===== src/design/iss_pkg.sv =====
// Shared types and codes for the integer set store.
// Holds the request and response transaction structs, opcodes, sequencer states
// and the control and status structs between the sequencer and the compare unit. No dependencies.
`default_nettype none

package iss_pkg;

	localparam int DATA_W = 32;
	localparam int WORD_W = DATA_W + 1;
	localparam int SIZE_W = 5;

	typedef enum logic [2:0] {
		OP_CLEAR     = 3'd0,
		OP_INSERT    = 3'd1,
		OP_REMOVE    = 3'd2,
		OP_CONTAINS  = 3'd3,
		OP_UNION     = 3'd4,
		OP_INTERSECT = 3'd5,
		OP_DIFF      = 3'd6,
		OP_NOP       = 3'd7
	} op_t;

	typedef enum logic [3:0] {
		ST_INIT,
		ST_IDLE,
		ST_CLR,
		ST_SCAN,
		ST_EVAL,
		ST_SRC_RD,
		ST_SRC_CHK,
		ST_NEXT,
		ST_DONE
	} state_t;

	typedef struct packed {
		logic [2:0]               opcode;
		logic [2:0]               dest_set;
		logic [2:0]               src_a;
		logic [2:0]               src_b;
		logic signed [DATA_W-1:0] value;
	} req_t;

	typedef struct packed {
		logic              found;
		logic              status;
		logic [SIZE_W-1:0] set_size;
	} rsp_t;

	typedef struct packed {
		logic clr;
		logic take;
	} match_ctl_t;

	typedef struct packed {
		logic hit;
		logic free;
	} match_stat_t;

endpackage

`default_nettype wire


===== src/design/iss_mem.sv =====
// Member storage: one word per slot, valid bit on top of the 32-bit value.
// One write port and one read port with registered read data. Uses iss_pkg.
`default_nettype none

module iss_mem #(
	parameter int ADDR_W = 7
) (
	input  wire logic                       clk,
	input  wire logic                       we,
	input  wire logic [ADDR_W-1:0]          waddr,
	input  wire logic [iss_pkg::WORD_W-1:0] wdata,
	input  wire logic                       re,
	input  wire logic [ADDR_W-1:0]          raddr,
	output logic      [iss_pkg::WORD_W-1:0] rdata
);

	logic [iss_pkg::WORD_W-1:0] mem_q [2**ADDR_W];
	logic [iss_pkg::WORD_W-1:0] rdata_q;

	always_ff @(posedge clk) begin
		if (we) begin
			mem_q[waddr] <= wdata;
		end
	end

	always_ff @(posedge clk) begin
		if (re) begin
			rdata_q <= mem_q[raddr];
		end
	end

	assign rdata = rdata_q;

endmodule

`default_nettype wire


===== src/design/iss_match.sv =====
// Shared compare unit: compares each scanned slot against the key and gathers
// hit, first free slot and member count over a scan. Uses iss_pkg.
`default_nettype none

module iss_match #(
	parameter int SLOT_W = 4,
	parameter int CNT_W  = 5
) (
	input  wire logic                       clk,
	input  wire logic                       arst_n,
	input  wire iss_pkg::match_ctl_t        ctl,
	input  wire logic [SLOT_W-1:0]          slot,
	input  wire logic [iss_pkg::DATA_W-1:0] key,
	input  wire logic [iss_pkg::WORD_W-1:0] word,
	output logic                            match,
	output iss_pkg::match_stat_t            stat,
	output logic [SLOT_W-1:0]               free_slot,
	output logic [CNT_W-1:0]                count
);

	logic              hit_q;
	logic              free_q;
	logic [SLOT_W-1:0] free_slot_q;
	logic [CNT_W-1:0]  count_q;
	logic              word_valid;

	assign word_valid = word[iss_pkg::WORD_W-1];
	assign match      = word_valid && (word[iss_pkg::DATA_W-1:0] == key);

	always_ff @(posedge clk or negedge arst_n) begin
		if (!arst_n) begin
			hit_q   <= 1'b0;
			free_q  <= 1'b0;
			count_q <= '0;
		end else if (ctl.clr) begin
			hit_q   <= 1'b0;
			free_q  <= 1'b0;
			count_q <= '0;
		end else if (ctl.take) begin
			if (match) begin
				hit_q <= 1'b1;
			end
			if (!word_valid) begin
				free_q <= 1'b1;
			end
			if (word_valid) begin
				count_q <= count_q + CNT_W'(1);
			end
		end
	end

	// The lowest empty slot wins, so only the first one seen in a scan is kept.
	always_ff @(posedge clk) begin
		if (ctl.take && !word_valid && !free_q) begin
			free_slot_q <= slot;
		end
	end

	assign stat      = '{hit: hit_q, free: free_q};
	assign free_slot = free_slot_q;
	assign count     = count_q;

endmodule

`default_nettype wire


===== src/design/iss_seq.sv =====
// Sequencer of the integer set store: walks the slots of the sets, drives the
// member memory and the shared compare unit, and builds the result. Uses iss_pkg.
`default_nettype none

module iss_seq #(
	parameter int NUM_SETS     = 8,
	parameter int SET_CAPACITY = 16,
	localparam int SET_W       = (NUM_SETS > 1) ? $clog2(NUM_SETS) : 1,
	localparam int SLOT_W      = (SET_CAPACITY > 1) ? $clog2(SET_CAPACITY) : 1,
	localparam int CNT_W       = $clog2(SET_CAPACITY + 1)
) (
	input  wire logic                       clk,
	input  wire logic                       arst_n,
	input  wire logic                       start,
	input  wire iss_pkg::req_t              req,
	output logic                            idle,
	output logic                            res_valid,
	output iss_pkg::rsp_t                   res,
	input  wire logic                       res_take,
	output logic                            mem_we,
	output logic [SET_W+SLOT_W-1:0]         mem_waddr,
	output logic [iss_pkg::WORD_W-1:0]      mem_wdata,
	output logic                            mem_re,
	output logic [SET_W+SLOT_W-1:0]         mem_raddr,
	input  wire logic [iss_pkg::WORD_W-1:0] mem_rdata,
	output iss_pkg::match_ctl_t             mctl,
	output logic [SLOT_W-1:0]               mslot,
	output logic [iss_pkg::DATA_W-1:0]      mkey,
	input  wire logic                       mmatch,
	input  wire iss_pkg::match_stat_t       mstat,
	input  wire logic [SLOT_W-1:0]          mfree_slot,
	input  wire logic [CNT_W-1:0]           mcount
);

	localparam int ADDR_W = SET_W + SLOT_W;

	iss_pkg::state_t          state_q;
	iss_pkg::state_t          state_d;
	iss_pkg::op_t             op_q;
	logic [ADDR_W-1:0]        init_q;
	logic [CNT_W-1:0]         j_q;
	logic [SLOT_W-1:0]        i_q;
	logic                     pend_q;
	logic [SLOT_W-1:0]        pend_slot_q;
	logic                     phase_b_q;
	logic                     test_q;
	logic [SET_W-1:0]         dest_q;
	logic [SET_W-1:0]         srca_q;
	logic [SET_W-1:0]         srcb_q;
	logic [SET_W-1:0]         src_q;
	logic [SET_W-1:0]         scan_set_q;
	logic                     a_ok_q;
	logic                     b_ok_q;
	logic [iss_pkg::DATA_W-1:0] key_q;
	logic                     found_q;
	logic                     full_q;
	logic [CNT_W-1:0]         size_q;

	logic dest_ok;
	logic setop;
	logic scan_issue;
	logic clr_last;
	logic src_last;
	logic take_b;
	logic ins_need;
	logic ins_ok;
	logic rd_valid;
	logic start_setop;
	logic start_clr;

	assign dest_ok     = int'(req.dest_set) < NUM_SETS;
	assign setop       = (op_q == iss_pkg::OP_UNION) || (op_q == iss_pkg::OP_INTERSECT) ||
	                     (op_q == iss_pkg::OP_DIFF);
	assign start_setop = (req.opcode == iss_pkg::OP_UNION) ||
	                     (req.opcode == iss_pkg::OP_INTERSECT) ||
	                     (req.opcode == iss_pkg::OP_DIFF);
	assign start_clr   = (req.opcode == iss_pkg::OP_CLEAR) || start_setop;
	assign scan_issue  = j_q != CNT_W'(SET_CAPACITY);
	assign clr_last    = j_q == CNT_W'(SET_CAPACITY - 1);
	assign src_last    = i_q == SLOT_W'(SET_CAPACITY - 1);
	assign take_b      = (op_q == iss_pkg::OP_INTERSECT) ? mstat.hit : !mstat.hit;
	assign ins_need    = (op_q == iss_pkg::OP_INSERT) || (setop && !test_q);
	assign ins_ok      = ins_need && !mstat.hit && mstat.free;
	assign rd_valid    = mem_rdata[iss_pkg::WORD_W-1];

	// Next state.
	always_comb begin
		state_d = state_q;
		case (state_q)
			iss_pkg::ST_INIT: begin
				if (init_q == '1) begin
					state_d = iss_pkg::ST_IDLE;
				end
			end
			iss_pkg::ST_IDLE: begin
				if (start) begin
					if (!dest_ok) begin
						state_d = iss_pkg::ST_DONE;
					end else if (start_clr) begin
						state_d = iss_pkg::ST_CLR;
					end else begin
						state_d = iss_pkg::ST_SCAN;
					end
				end
			end
			iss_pkg::ST_CLR: begin
				if (clr_last) begin
					if (op_q == iss_pkg::OP_CLEAR) begin
						state_d = iss_pkg::ST_DONE;
					end else if (a_ok_q || (op_q == iss_pkg::OP_UNION && b_ok_q)) begin
						state_d = iss_pkg::ST_SRC_RD;
					end else begin
						state_d = iss_pkg::ST_DONE;
					end
				end
			end
			iss_pkg::ST_SCAN: begin
				if (!scan_issue) begin
					state_d = iss_pkg::ST_EVAL;
				end
			end
			iss_pkg::ST_EVAL: begin
				if (!setop) begin
					state_d = iss_pkg::ST_DONE;
				end else if (test_q && take_b) begin
					state_d = iss_pkg::ST_SCAN;
				end else begin
					state_d = iss_pkg::ST_NEXT;
				end
			end
			iss_pkg::ST_SRC_RD: begin
				state_d = iss_pkg::ST_SRC_CHK;
			end
			iss_pkg::ST_SRC_CHK: begin
				if (!rd_valid || (op_q == iss_pkg::OP_INTERSECT && !b_ok_q)) begin
					state_d = iss_pkg::ST_NEXT;
				end else begin
					state_d = iss_pkg::ST_SCAN;
				end
			end
			iss_pkg::ST_NEXT: begin
				if (!src_last) begin
					state_d = iss_pkg::ST_SRC_RD;
				end else if (!phase_b_q && op_q == iss_pkg::OP_UNION && b_ok_q) begin
					state_d = iss_pkg::ST_SRC_RD;
				end else begin
					state_d = iss_pkg::ST_DONE;
				end
			end
			iss_pkg::ST_DONE: begin
				if (res_take) begin
					state_d = iss_pkg::ST_IDLE;
				end
			end
			default: begin
				state_d = iss_pkg::ST_IDLE;
			end
		endcase
	end

	// Memory and compare unit control.
	always_comb begin
		mem_we    = 1'b0;
		mem_waddr = '0;
		mem_wdata = '0;
		mem_re    = 1'b0;
		mem_raddr = '0;
		case (state_q)
			iss_pkg::ST_INIT: begin
				mem_we    = 1'b1;
				mem_waddr = init_q;
			end
			iss_pkg::ST_CLR: begin
				mem_we    = 1'b1;
				mem_waddr = {dest_q, j_q[SLOT_W-1:0]};
			end
			iss_pkg::ST_SCAN: begin
				mem_re    = scan_issue;
				mem_raddr = {scan_set_q, j_q[SLOT_W-1:0]};
				if (op_q == iss_pkg::OP_REMOVE && pend_q && mmatch) begin
					mem_we    = 1'b1;
					mem_waddr = {scan_set_q, pend_slot_q};
				end
			end
			iss_pkg::ST_EVAL: begin
				if (ins_ok) begin
					mem_we    = 1'b1;
					mem_waddr = {dest_q, mfree_slot};
					mem_wdata = {1'b1, key_q};
				end
			end
			iss_pkg::ST_SRC_RD: begin
				mem_re    = 1'b1;
				mem_raddr = {src_q, i_q};
			end
			default: begin
			end
		endcase
	end

	assign mctl      = '{clr: state_q != iss_pkg::ST_SCAN,
	                     take: (state_q == iss_pkg::ST_SCAN) && pend_q};
	assign mslot     = pend_slot_q;
	assign mkey      = key_q;
	assign idle      = state_q == iss_pkg::ST_IDLE;
	assign res_valid = state_q == iss_pkg::ST_DONE;
	assign res       = '{found: found_q, status: full_q, set_size: iss_pkg::SIZE_W'(size_q)};

	always_ff @(posedge clk or negedge arst_n) begin
		if (!arst_n) begin
			state_q   <= iss_pkg::ST_INIT;
			init_q    <= '0;
			j_q       <= '0;
			i_q       <= '0;
			pend_q    <= 1'b0;
			phase_b_q <= 1'b0;
			test_q    <= 1'b0;
		end else begin
			state_q <= state_d;
			pend_q  <= (state_q == iss_pkg::ST_SCAN) && scan_issue;
			if (state_q == iss_pkg::ST_INIT) begin
				init_q <= init_q + ADDR_W'(1);
			end
			if (state_q == iss_pkg::ST_CLR ||
			    (state_q == iss_pkg::ST_SCAN && scan_issue)) begin
				j_q <= j_q + CNT_W'(1);
			end else begin
				j_q <= '0;
			end
			case (state_q)
				iss_pkg::ST_CLR: begin
					phase_b_q <= !a_ok_q;
					i_q       <= '0;
				end
				iss_pkg::ST_SRC_CHK: begin
					test_q <= (op_q != iss_pkg::OP_UNION) && b_ok_q;
				end
				iss_pkg::ST_EVAL: begin
					test_q <= 1'b0;
				end
				iss_pkg::ST_NEXT: begin
					if (!src_last) begin
						i_q <= i_q + SLOT_W'(1);
					end else begin
						phase_b_q <= 1'b1;
						i_q       <= '0;
					end
				end
				default: begin
				end
			endcase
		end
	end

	always_ff @(posedge clk) begin
		if (state_q == iss_pkg::ST_SCAN) begin
			pend_slot_q <= j_q[SLOT_W-1:0];
		end
		case (state_q)
			iss_pkg::ST_IDLE: begin
				if (start) begin
					op_q       <= iss_pkg::op_t'(req.opcode);
					dest_q     <= SET_W'(req.dest_set);
					srca_q     <= SET_W'(req.src_a);
					srcb_q     <= SET_W'(req.src_b);
					scan_set_q <= SET_W'(req.dest_set);
					a_ok_q     <= int'(req.src_a) < NUM_SETS;
					b_ok_q     <= int'(req.src_b) < NUM_SETS;
					key_q      <= req.value;
					found_q    <= 1'b0;
					full_q     <= 1'b0;
					size_q     <= '0;
				end
			end
			iss_pkg::ST_CLR: begin
				src_q <= a_ok_q ? srca_q : srcb_q;
			end
			iss_pkg::ST_SRC_CHK: begin
				key_q      <= mem_rdata[iss_pkg::DATA_W-1:0];
				scan_set_q <= ((op_q != iss_pkg::OP_UNION) && b_ok_q) ? srcb_q : dest_q;
			end
			iss_pkg::ST_EVAL: begin
				if (!setop || !test_q) begin
					if (ins_ok) begin
						size_q <= mcount + CNT_W'(1);
					end else if (op_q == iss_pkg::OP_REMOVE && mstat.hit) begin
						size_q <= mcount - CNT_W'(1);
					end else begin
						size_q <= mcount;
					end
					if (ins_need && !mstat.hit && !mstat.free) begin
						full_q <= 1'b1;
					end
				end
				if (op_q == iss_pkg::OP_INSERT || op_q == iss_pkg::OP_REMOVE ||
				    op_q == iss_pkg::OP_CONTAINS) begin
					found_q <= mstat.hit;
				end
				if (setop && test_q) begin
					scan_set_q <= dest_q;
				end
			end
			iss_pkg::ST_NEXT: begin
				if (src_last) begin
					src_q <= srcb_q;
				end
			end
			default: begin
			end
		endcase
	end

	// A remove clears the slot behind the one being read, never the same word.
	a_no_rw_clash: assert property (@(posedge clk) disable iff (!arst_n)
		mem_we && mem_re |-> mem_waddr != mem_raddr)
		else $error("iss_seq: read and write to the same slot in one cycle");

endmodule

`default_nettype wire


===== src/design/integer_set_store.sv =====
// Top level of the integer set store: sequencer, shared compare unit, member
// memory and the response register. Uses iss_pkg, iss_mem, iss_match and iss_seq.
//
//  channel | direction | handshake           | payload
//  --------+-----------+---------------------+-------------------------------------
//  req     | in        | req_valid/req_ready | iss_pkg::req_t: opcode, sets, value
//  rsp     | out       | rsp_valid/rsp_ready | iss_pkg::rsp_t: found, status, size
//
// After reset the block sweeps all 2**(clog2(NUM_SETS) + clog2(SET_CAPACITY)) words
// (128 by default) to empty, one word a cycle; req_ready stays low meanwhile. One
// request transaction is worked on at a time, and every step goes through the single
// memory read port and the one compare unit behind it.
// Insert, remove, contains: one scan of the set before the result.
// Clear: every slot of the destination set is written empty. Set operations: clear the
// destination, then read each source slot in turn; every member found is inserted
// with a scan of the destination and, for intersection and difference, is first looked
// up in the second set with a scan of its own.
// The response register decouples the sides: a new request transaction is taken
// while the previous response still waits for rsp_ready.
`default_nettype none

module integer_set_store #(
	parameter int NUM_SETS     = 8,
	parameter int SET_CAPACITY = 16
) (
	input  wire logic          clk,
	input  wire logic          arst_n,
	input  wire logic          req_valid,
	output logic               req_ready,
	input  wire iss_pkg::req_t req,
	output logic               rsp_valid,
	input  wire logic          rsp_ready,
	output iss_pkg::rsp_t      rsp
);

	localparam int SET_W  = (NUM_SETS > 1) ? $clog2(NUM_SETS) : 1;
	localparam int SLOT_W = (SET_CAPACITY > 1) ? $clog2(SET_CAPACITY) : 1;
	localparam int CNT_W  = $clog2(SET_CAPACITY + 1);
	localparam int ADDR_W = SET_W + SLOT_W;

	// Sequencer side.
	logic                       seq_idle;
	logic                       res_valid;
	logic                       res_take;
	iss_pkg::rsp_t              res;

	// Memory port.
	logic                       mem_we;
	logic [ADDR_W-1:0]          mem_waddr;
	logic [iss_pkg::WORD_W-1:0] mem_wdata;
	logic                       mem_re;
	logic [ADDR_W-1:0]          mem_raddr;
	logic [iss_pkg::WORD_W-1:0] mem_rdata;

	// Compare unit.
	iss_pkg::match_ctl_t        mctl;
	iss_pkg::match_stat_t       mstat;
	logic [SLOT_W-1:0]          mslot;
	logic [SLOT_W-1:0]          mfree_slot;
	logic [iss_pkg::DATA_W-1:0] mkey;
	logic                       mmatch;
	logic [CNT_W-1:0]           mcount;

	// Response register.
	logic                       rsp_valid_q;
	iss_pkg::rsp_t              rsp_q;

	assign req_ready = seq_idle;

	iss_seq #(
		.NUM_SETS    (NUM_SETS),
		.SET_CAPACITY(SET_CAPACITY)
	) u_seq (
		.clk       (clk),
		.arst_n    (arst_n),
		.start     (req_valid && req_ready),
		.req       (req),
		.idle      (seq_idle),
		.res_valid (res_valid),
		.res       (res),
		.res_take  (res_take),
		.mem_we    (mem_we),
		.mem_waddr (mem_waddr),
		.mem_wdata (mem_wdata),
		.mem_re    (mem_re),
		.mem_raddr (mem_raddr),
		.mem_rdata (mem_rdata),
		.mctl      (mctl),
		.mslot     (mslot),
		.mkey      (mkey),
		.mmatch    (mmatch),
		.mstat     (mstat),
		.mfree_slot(mfree_slot),
		.mcount    (mcount)
	);

	iss_match #(
		.SLOT_W(SLOT_W),
		.CNT_W (CNT_W)
	) u_match (
		.clk      (clk),
		.arst_n   (arst_n),
		.ctl      (mctl),
		.slot     (mslot),
		.key      (mkey),
		.word     (mem_rdata),
		.match    (mmatch),
		.stat     (mstat),
		.free_slot(mfree_slot),
		.count    (mcount)
	);

	iss_mem #(
		.ADDR_W(ADDR_W)
	) u_mem (
		.clk  (clk),
		.we   (mem_we),
		.waddr(mem_waddr),
		.wdata(mem_wdata),
		.re   (mem_re),
		.raddr(mem_raddr),
		.rdata(mem_rdata)
	);

	// The sequencer hands over its result as soon as the response register is free
	// or is being emptied in the same cycle.
	assign res_take = !rsp_valid_q || rsp_ready;

	always_ff @(posedge clk or negedge arst_n) begin
		if (!arst_n) begin
			rsp_valid_q <= 1'b0;
		end else if (res_valid && res_take) begin
			rsp_valid_q <= 1'b1;
		end else if (rsp_ready) begin
			rsp_valid_q <= 1'b0;
		end
	end

	always_ff @(posedge clk) begin
		if (res_valid && res_take) begin
			rsp_q <= res;
		end
	end

	assign rsp_valid = rsp_valid_q;
	assign rsp       = rsp_q;

	// Every accepted request takes the sequencer out of idle, so the block is never ready twice in a row
	// across an accepted transaction.
	a_one_at_a_time: assert property (@(posedge clk) disable iff (!arst_n)
		req_valid && req_ready |=> !req_ready)
		else $error("integer_set_store: request taken while busy");

	// A set never reports more members than it has slots.
	a_size_bound: assert property (@(posedge clk) disable iff (!arst_n)
		rsp_valid |-> 32'(rsp.set_size) <= 32'(SET_CAPACITY))
		else $error("integer_set_store: set size above capacity");

	// A dropped value means the set was full, so the reported size equals SET_CAPACITY.
	a_full_size: assert property (@(posedge clk) disable iff (!arst_n)
		rsp_valid && rsp.status |-> rsp.set_size == iss_pkg::SIZE_W'(SET_CAPACITY))
		else $error("integer_set_store: overflow flagged on a set that is not full");

endmodule

`default_nettype wire

===== config.mk =====
export PLATFORM = sky130hd
export DESIGN_NAME = integer_set_store
export DESIGN_NICKNAME = d
export VERILOG_FILES = /design/src/design/iss_pkg.sv /design/src/design/iss_mem.sv /design/src/design/iss_match.sv /design/src/design/iss_seq.sv /design/src/design/integer_set_store.sv
export SDC_FILE = /design/constraint.sdc
export NUM_CORES = 2
export LEC_CHECK = 0
export BUFFER_PORTS_ARGS = -buffer_cell sky130_fd_sc_hd__buf_2
export CORE_ASPECT_RATIO = 0.8
export CORE_MARGIN = 5
export CORE_UTILIZATION = 60
export CTS_CLUSTER_DIAMETER = 40
export DETAILED_ROUTE_END_ITERATION = 8
export HOLD_SLACK_MARGIN = 0.15
export PLACE_DENSITY = 0.76
export SLEW_MARGIN = 0
export SYNTH_ARGS = -nofsm -noshare
export SYNTH_HDL_FRONTEND = slang
export SYNTH_HIERARCHICAL = 1
export SYNTH_MEMORY_MAX_BITS = 65536
export SYNTH_SLANG_ARGS = --single-unit

===== constraint.sdc =====
create_clock -name clk -period 15.84 [get_ports clk]
set_clock_uncertainty 0.05 [all_clocks]
set_input_delay 3.168 -clock clk [delete_from_list [all_inputs] [get_ports clk]]
set_output_delay 3.168 -clock clk [all_outputs]
set_load 0.05 [all_outputs]

* After elaboration in Yosys (flattened, before gate mapping)
Memories as Yosys holds them, arrays and structs flattened. A register that Yosys moved wholly into a read port is not among the register bits.
Cells that the tools add are included.
** Operators by class
- Eq/ne operators :: 35
- $add $sub $neg :: 5
- Reductions and logical operators :: 59
- Muxes and demuxes :: 62
** Operators with widths (number)
- 2-to-1 mux 33 bit :: 2
- one-hot mux 32 bit (2 select lines) :: 1
- 2-to-1 mux 4 bit :: 10
- 2-to-1 mux 5 bit :: 8
- one-hot mux 4 bit (9 select lines) :: 1
- == test 32 bit :: 1
- 2-to-1 mux 32 bit :: 1
- one-hot mux 7 bit (4 select lines) :: 1
- 2-to-1 mux 1 bit :: 19
- == test 3 bit (second input constant) :: 6
- 2-to-1 mux 3 bit :: 6
- inequality test 2 x 1 -> 1 bit (second input constant) :: 9
- logical AND 1 bit :: 17
- == test 4 x 3 -> 1 bit (second input constant) :: 4
- nonzero test 2 bit :: 8
- 2-to-1 mux 7 bit :: 2
- one-hot mux 7 bit (2 select lines) :: 1
- AND reduction 2 bit :: 6
- logical OR 1 bit :: 11
- adder 5 x 1 -> 5 bit (second input constant) :: 2
- one-hot mux 1 bit (2 select lines) :: 5
- one-hot mux 5 bit (2 select lines) :: 1
- one-hot mux 3 bit (3 select lines) :: 1
- AND reduction 3 bit :: 3
- other kinds (24) :: 35
** Word-level totals
- Input port bits :: 48
- Memories kept :: 1
- Output and inout bits :: 9
- Word-level logic and storage cells :: 188
- Memory bits (writable) :: 4224
- Register bits :: 103
** Memory list
- u_mem.mem_q :: words 128, width 33, read ports 1, clocked after Yosys merged registers in 1, write ports 1, line iss_mem.sv:17 : logic [iss_pkg::WORD_W-1:0] mem_q [2**ADDR_W];

* Depth between registers and ports, before layout
- Word-level depth :: 11
- Mapped depth :: 13

* Modules after synthesis
Netlist, hierarchy kept.
** Modules (own cells, without submodules)
- iss_mem :: cells each 6171, area each 161461.1 µm², times used 1
- iss_seq :: cells each 393, area each 4523.1 µm², times used 1
- iss_match :: cells each 87, area each 833.3 µm², times used 1
- integer_set_store :: cells each 12, area each 270.3 µm², times used 1

* Worst setup path after synthesis
Ideal clock, no wire load.
- Path type :: register -> register
- Start point :: register u_seq.state_q[3]
- End point :: memory u_mem/mem_q[78][0] (netlist name) (enable)
- Data required time :: 15326 ps
- Data arrival time :: 5318 ps
- Slack :: 10008 ps
- Library setup time :: 464 ps
- Path buffers :: 1
- Cell stages (with the launch flop) :: 10
- Path through :: dfrtp_1 > nand2b_4 > or3_4 > inv_2 > and2_1 > buf_2 > a221o_1 > nor2b_1 > nand3_1 > nor3_1
** RTL lines
- start, declared :: line iss_seq.sv:37 : iss_pkg::state_t state_q;
- start signal, assigned :: line iss_seq.sv:211 : state_q <= iss_pkg::ST_INIT;
- start signal, assigned :: line iss_seq.sv:219 : state_q <= state_d;
- == test 4 x 3 -> 1 bit (tied with other cells) :: line iss_seq.sv:168 : case (state_q)
- one-hot mux 7 bit (4 select lines) (*) :: line iss_seq.sv:168
- net mem_waddr[3] :: line integer_set_store.sv:49 : logic [ADDR_W-1:0] mem_waddr;
- end, declared :: line iss_mem.sv:17
The timed path passes the listed nets; every way through them passes the cells marked *.

* Final worst setup path
- Start point :: register u_seq.state_q[0]
- End point :: register u_mem.rdata_q (netlist bit u_mem/rdata[12]), read port of u_mem.mem_q, data pin
** Between the ends
- Longest elaborated chain between the ends :: 2
** RTL lines
- == test 4 x 3 -> 1 bit or == test 4 x 2 -> 1 bit (tied branches) :: line iss_seq.sv:168
- one-hot mux 7 bit (2 select lines) (*) :: line iss_seq.sv:168
- net mem_raddr[2] :: line integer_set_store.sv:52 : logic [ADDR_W-1:0] mem_raddr;
- end, declared :: line iss_mem.sv:18 : logic [iss_pkg::WORD_W-1:0] rdata_q;
Marked as above.
A chain may end at the register's enable or synchronous reset.

==> impl_metrics.json <==
{
  "synthMuxAreaShare": 0.1916,
  "synth_compound_area_frac": 0.003422,
  "tns_ns": 0,
  "rsz0062_at_grt": "no",
  "synth_area_leaders": "edfxtp_1 78%, mux4_2 19%, dfrtp_1 0.46%, clkbuf_1 0.44%, nor2_1 0.33%",
  "min_period_ns": 7.773,
  "status": "finished with violations",
  "num_vias": 81780,
  "cp_max_fo": 61,
  "cts_buffer_depth": 4,
  "utilization": 0.6804,
  "worstPathRequired_ns": 16.46,
  "synthAdderAreaFrac": 0.0005991,
  "start_util": 0.6021,
  "power_leakage_nw": 44.66,
  "cts_tree": "yes",
  "wl_per_cell_um": 42.52,
  "clk_latency_ns": 0.94,
  "p_clk_frac": 0.466,
  "hold_viol": 0,
  "core_area_um2": 277500,
  "synth_top_family_by_area": "multiplexers",
  "die_w_um": 600,
  "syn_inst": 6663,
  "holdWs_ns": 0.3712,
  "cts_root_buf": "clkbuf_16",
  "worst-setup-path-type": "register to register",
  "fmax_mhz": 128.7,
  "clk_pin_slew_ns": 0.06,
  "tightest_slew_ns": 1.395,
  "p_per_area_nw_per_um2": 124.1,
  "dieArea_um2": 289200,
  "synth_nets": 6719,
  "worst_ep_arrival_time_ns": 8.39,
  "power.switching_mw": 4.583,
  "asyncSetResetFlopFracSynth": 0.007110,
  "drc": 1,
  "synthSimpleGateAreaFrac": 0.01012,
  "hpwl_um": 236900,
  "power_frac_comb": 0.001,
  "area_delta_synth_final_pct": 12.99,
  "drv_slew": 0,
  "postSynthAreaPerCell_um2": 25.08,
  "totalWireLength_um": 474700,
  "cap_violations": 0,
  "final_nets": 7100,
  "hold_path_class": "register to register",
  "grt_pass1_wl_um": 655000,
  "die_h_um": 482,
  "relSlewSlack": 0.06699,
  "peakVddDrop_uv": 159.1,
  "start_kind": "register",
  "synthFlopType": "edfxtp_1",
  "yosysWarnings": 6,
  "fp-row-count": 173,
  "ys_types": 66,
  "violations": "DRC",
  "synth-seq-cells": 4360,
  "layout-drive-gt1-share": 0.3500,
  "syn-cell-area_um2": 167100,
  "setup_viol": 0,
  "cts.sinks": 4360,
  "p_int_mw": 18.85,
  "ys_seq_area_frac": 0.7826,
  "numCtsBuffers": 457,
  "grt_start_max_net_pins": 149,
  "initialDrtViolationCount": 15230,
  "top_layer": "met5",
  "grt_overflow": 0,
  "post_cts_resize_count": 0,
  "m1WireLength_um": 152100,
  "synth-xor-area-share": 0.002044,
  "dr.pass1.iters": 9,
  "synth_enable_flop_cells": 4329,
  "portBuffers": 56,
  "wl_met2_um": 220100,
  "pin_count": 57,
  "drtAntennaViolNets": 0,
  "fin_crit_sh": 0.4907,
  "synth.top_cell.area_share": 0.7780,
  "fill_cells": 15680,
  "cp-end-kind": "register",
  "wl_met3_um": 76360,
  "grt_pass1_vias": 81900,
  "hold_buffers": 0,
  "total_power_mw": 23.44,
  "yosys.area.top_type": "edfxtp_1",
  "viasPerCell": 7.325,
  "htreeDepth": 5,
  "post_cts_buffers": 0,
  "layout_commonest_cell": "edfxtp_1",
  "grt_usage": 0.3315,
  "gp_congestion": 0.9079,
  "swShare": 0.1955,
  "mostFrequentLayoutCells": "4329 x edfxtp_1, 1386 x mux4_2, 462 x clkbuf_16, 216 x buf_4, 119 x nor2_4",
  "p_seq_frac": 0.533,
  "antenna_found_initial": 75
}
-- final timing paths --
check,slack (ns),depth (start not counted),endpoint,from
setup / recovery,8.07,10,u_mem/rdata[12],u_seq/state_q[0]
hold / removal,0.37,0,rsp[0],u_seq/size_q[0]
setup reg to reg,8.07,10,u_mem/rdata[12],u_seq/state_q[0]
hold reg to reg,0.37,0,rsp[0],u_seq/size_q[0]
max in group asynchronous,13.00,1,u_seq/init_q[4],arst_n
min in group asynchronous,2.25,1,u_seq/state_q[3],arst_n
-- sequential cells by signal, summed over array words and instances, names as in the netlist, 3 cells and up --
signal,count
u_seq/srca_q,3
u_seq/dest_q,3
u_seq/scan_set_q,3
u_match/count,5
u_seq/mkey,32
u_match/free_slot,4
u_mem/rdata,33
u_seq/i_q,4
u_seq/src_q,3
u_seq/j_q,5
u_seq/init_q,7
u_seq/size_q,5
u_seq/mslot,4
u_seq/srcb_q,3
u_mem/mem_q,4224
rsp,7
u_seq/op_q,3
u_seq/state_q,4
-- logic make-up after synthesis --
group,count (synthesis)
flops,4360
mux,1458
buf+inv,376
simple gates,338
compound gates,84
xor+xnor,39
fa+ha+maj,8
-- critical path, cell delays in order, from the launching register on --
cell and delay (ns):
dfrtp_1 0.81, nand4bb_1 0.71, inv_1 0.73, a22o_4 0.66, buf_4 0.83, buf_4 0.76
buf_4 0.89, mux4_2 0.45, mux4_2 0.55, mux4_2 0.58, mux2_2 0.31
-- through the flow --
step	setup slack, ns	instances	instance area [µm²]
6_report	8.067	11160	188800
5_1_grt	7.911	11110	188700
3_3_place_gp	8.571	10260	173400
4_1_cts	8.219	11100	188600
2_1_floorplan	10.01	6663	167100
3_5_place_dp	8.352	10260	173400
-- power groups by stage --
stage               sequential, mW  clock, mW  combinational (mW)
floorplan                     12.7          0             0.00323
global placement              12.7          0              0.0231
detailed placement            12.7          0              0.0234
CTS                           12.5       11.0              0.0239
global route                  12.5       11.5              0.0235
finish                        12.5       10.9              0.0238
-- cell type report --
class | instances | area, µm² | area share
timing repair buffer | 279 | 2042 | 0.01082
antenna | 68 | 170.2 | 0.0009013
multi-input combinational | 1927 | 35930 | 0.1903
tap | 3675 | 4598 | 0.02435
clock buffer | 517 | 11770 | 0.06233
sequential | 4360 | 130800 | 0.6926
clock inverter | 319 | 3452 | 0.01828
inverter | 19 | 71.32 | 0.0003777
-- cells in the mapped netlist, types with 5 or more instances --
cell and count:
ha_1 8, nand2b_1 14, xnor2_1 20, and3_1 34
a21oi_1 12, mux2i_1 6, inv_1 18, edfxtp_1 4329
nand3_1 16, nor3_1 16, buf_2 103, nor2_1 146
clkbuf_1 197, o21ai_0 24, xor2_1 19, nor2b_1 8
a22o_1 8, a31oi_1 5, buf_4 6, o31ai_1 5
mux2_1 29, mux2_2 37, buf_1 46, mux4_2 1386
and2_1 8, nand2_1 48, nand4_1 14, dfrtp_1 31
-- metal layers --
metal	global-route usage	vias to the layer above
li1	-	29920
met1	0.4493	42760
met2	0.4965	7773
met3	0.1151	1292
met4	0.1512	40
met5	0	-
No activity file was read; power rests on OpenSTA's default activity.
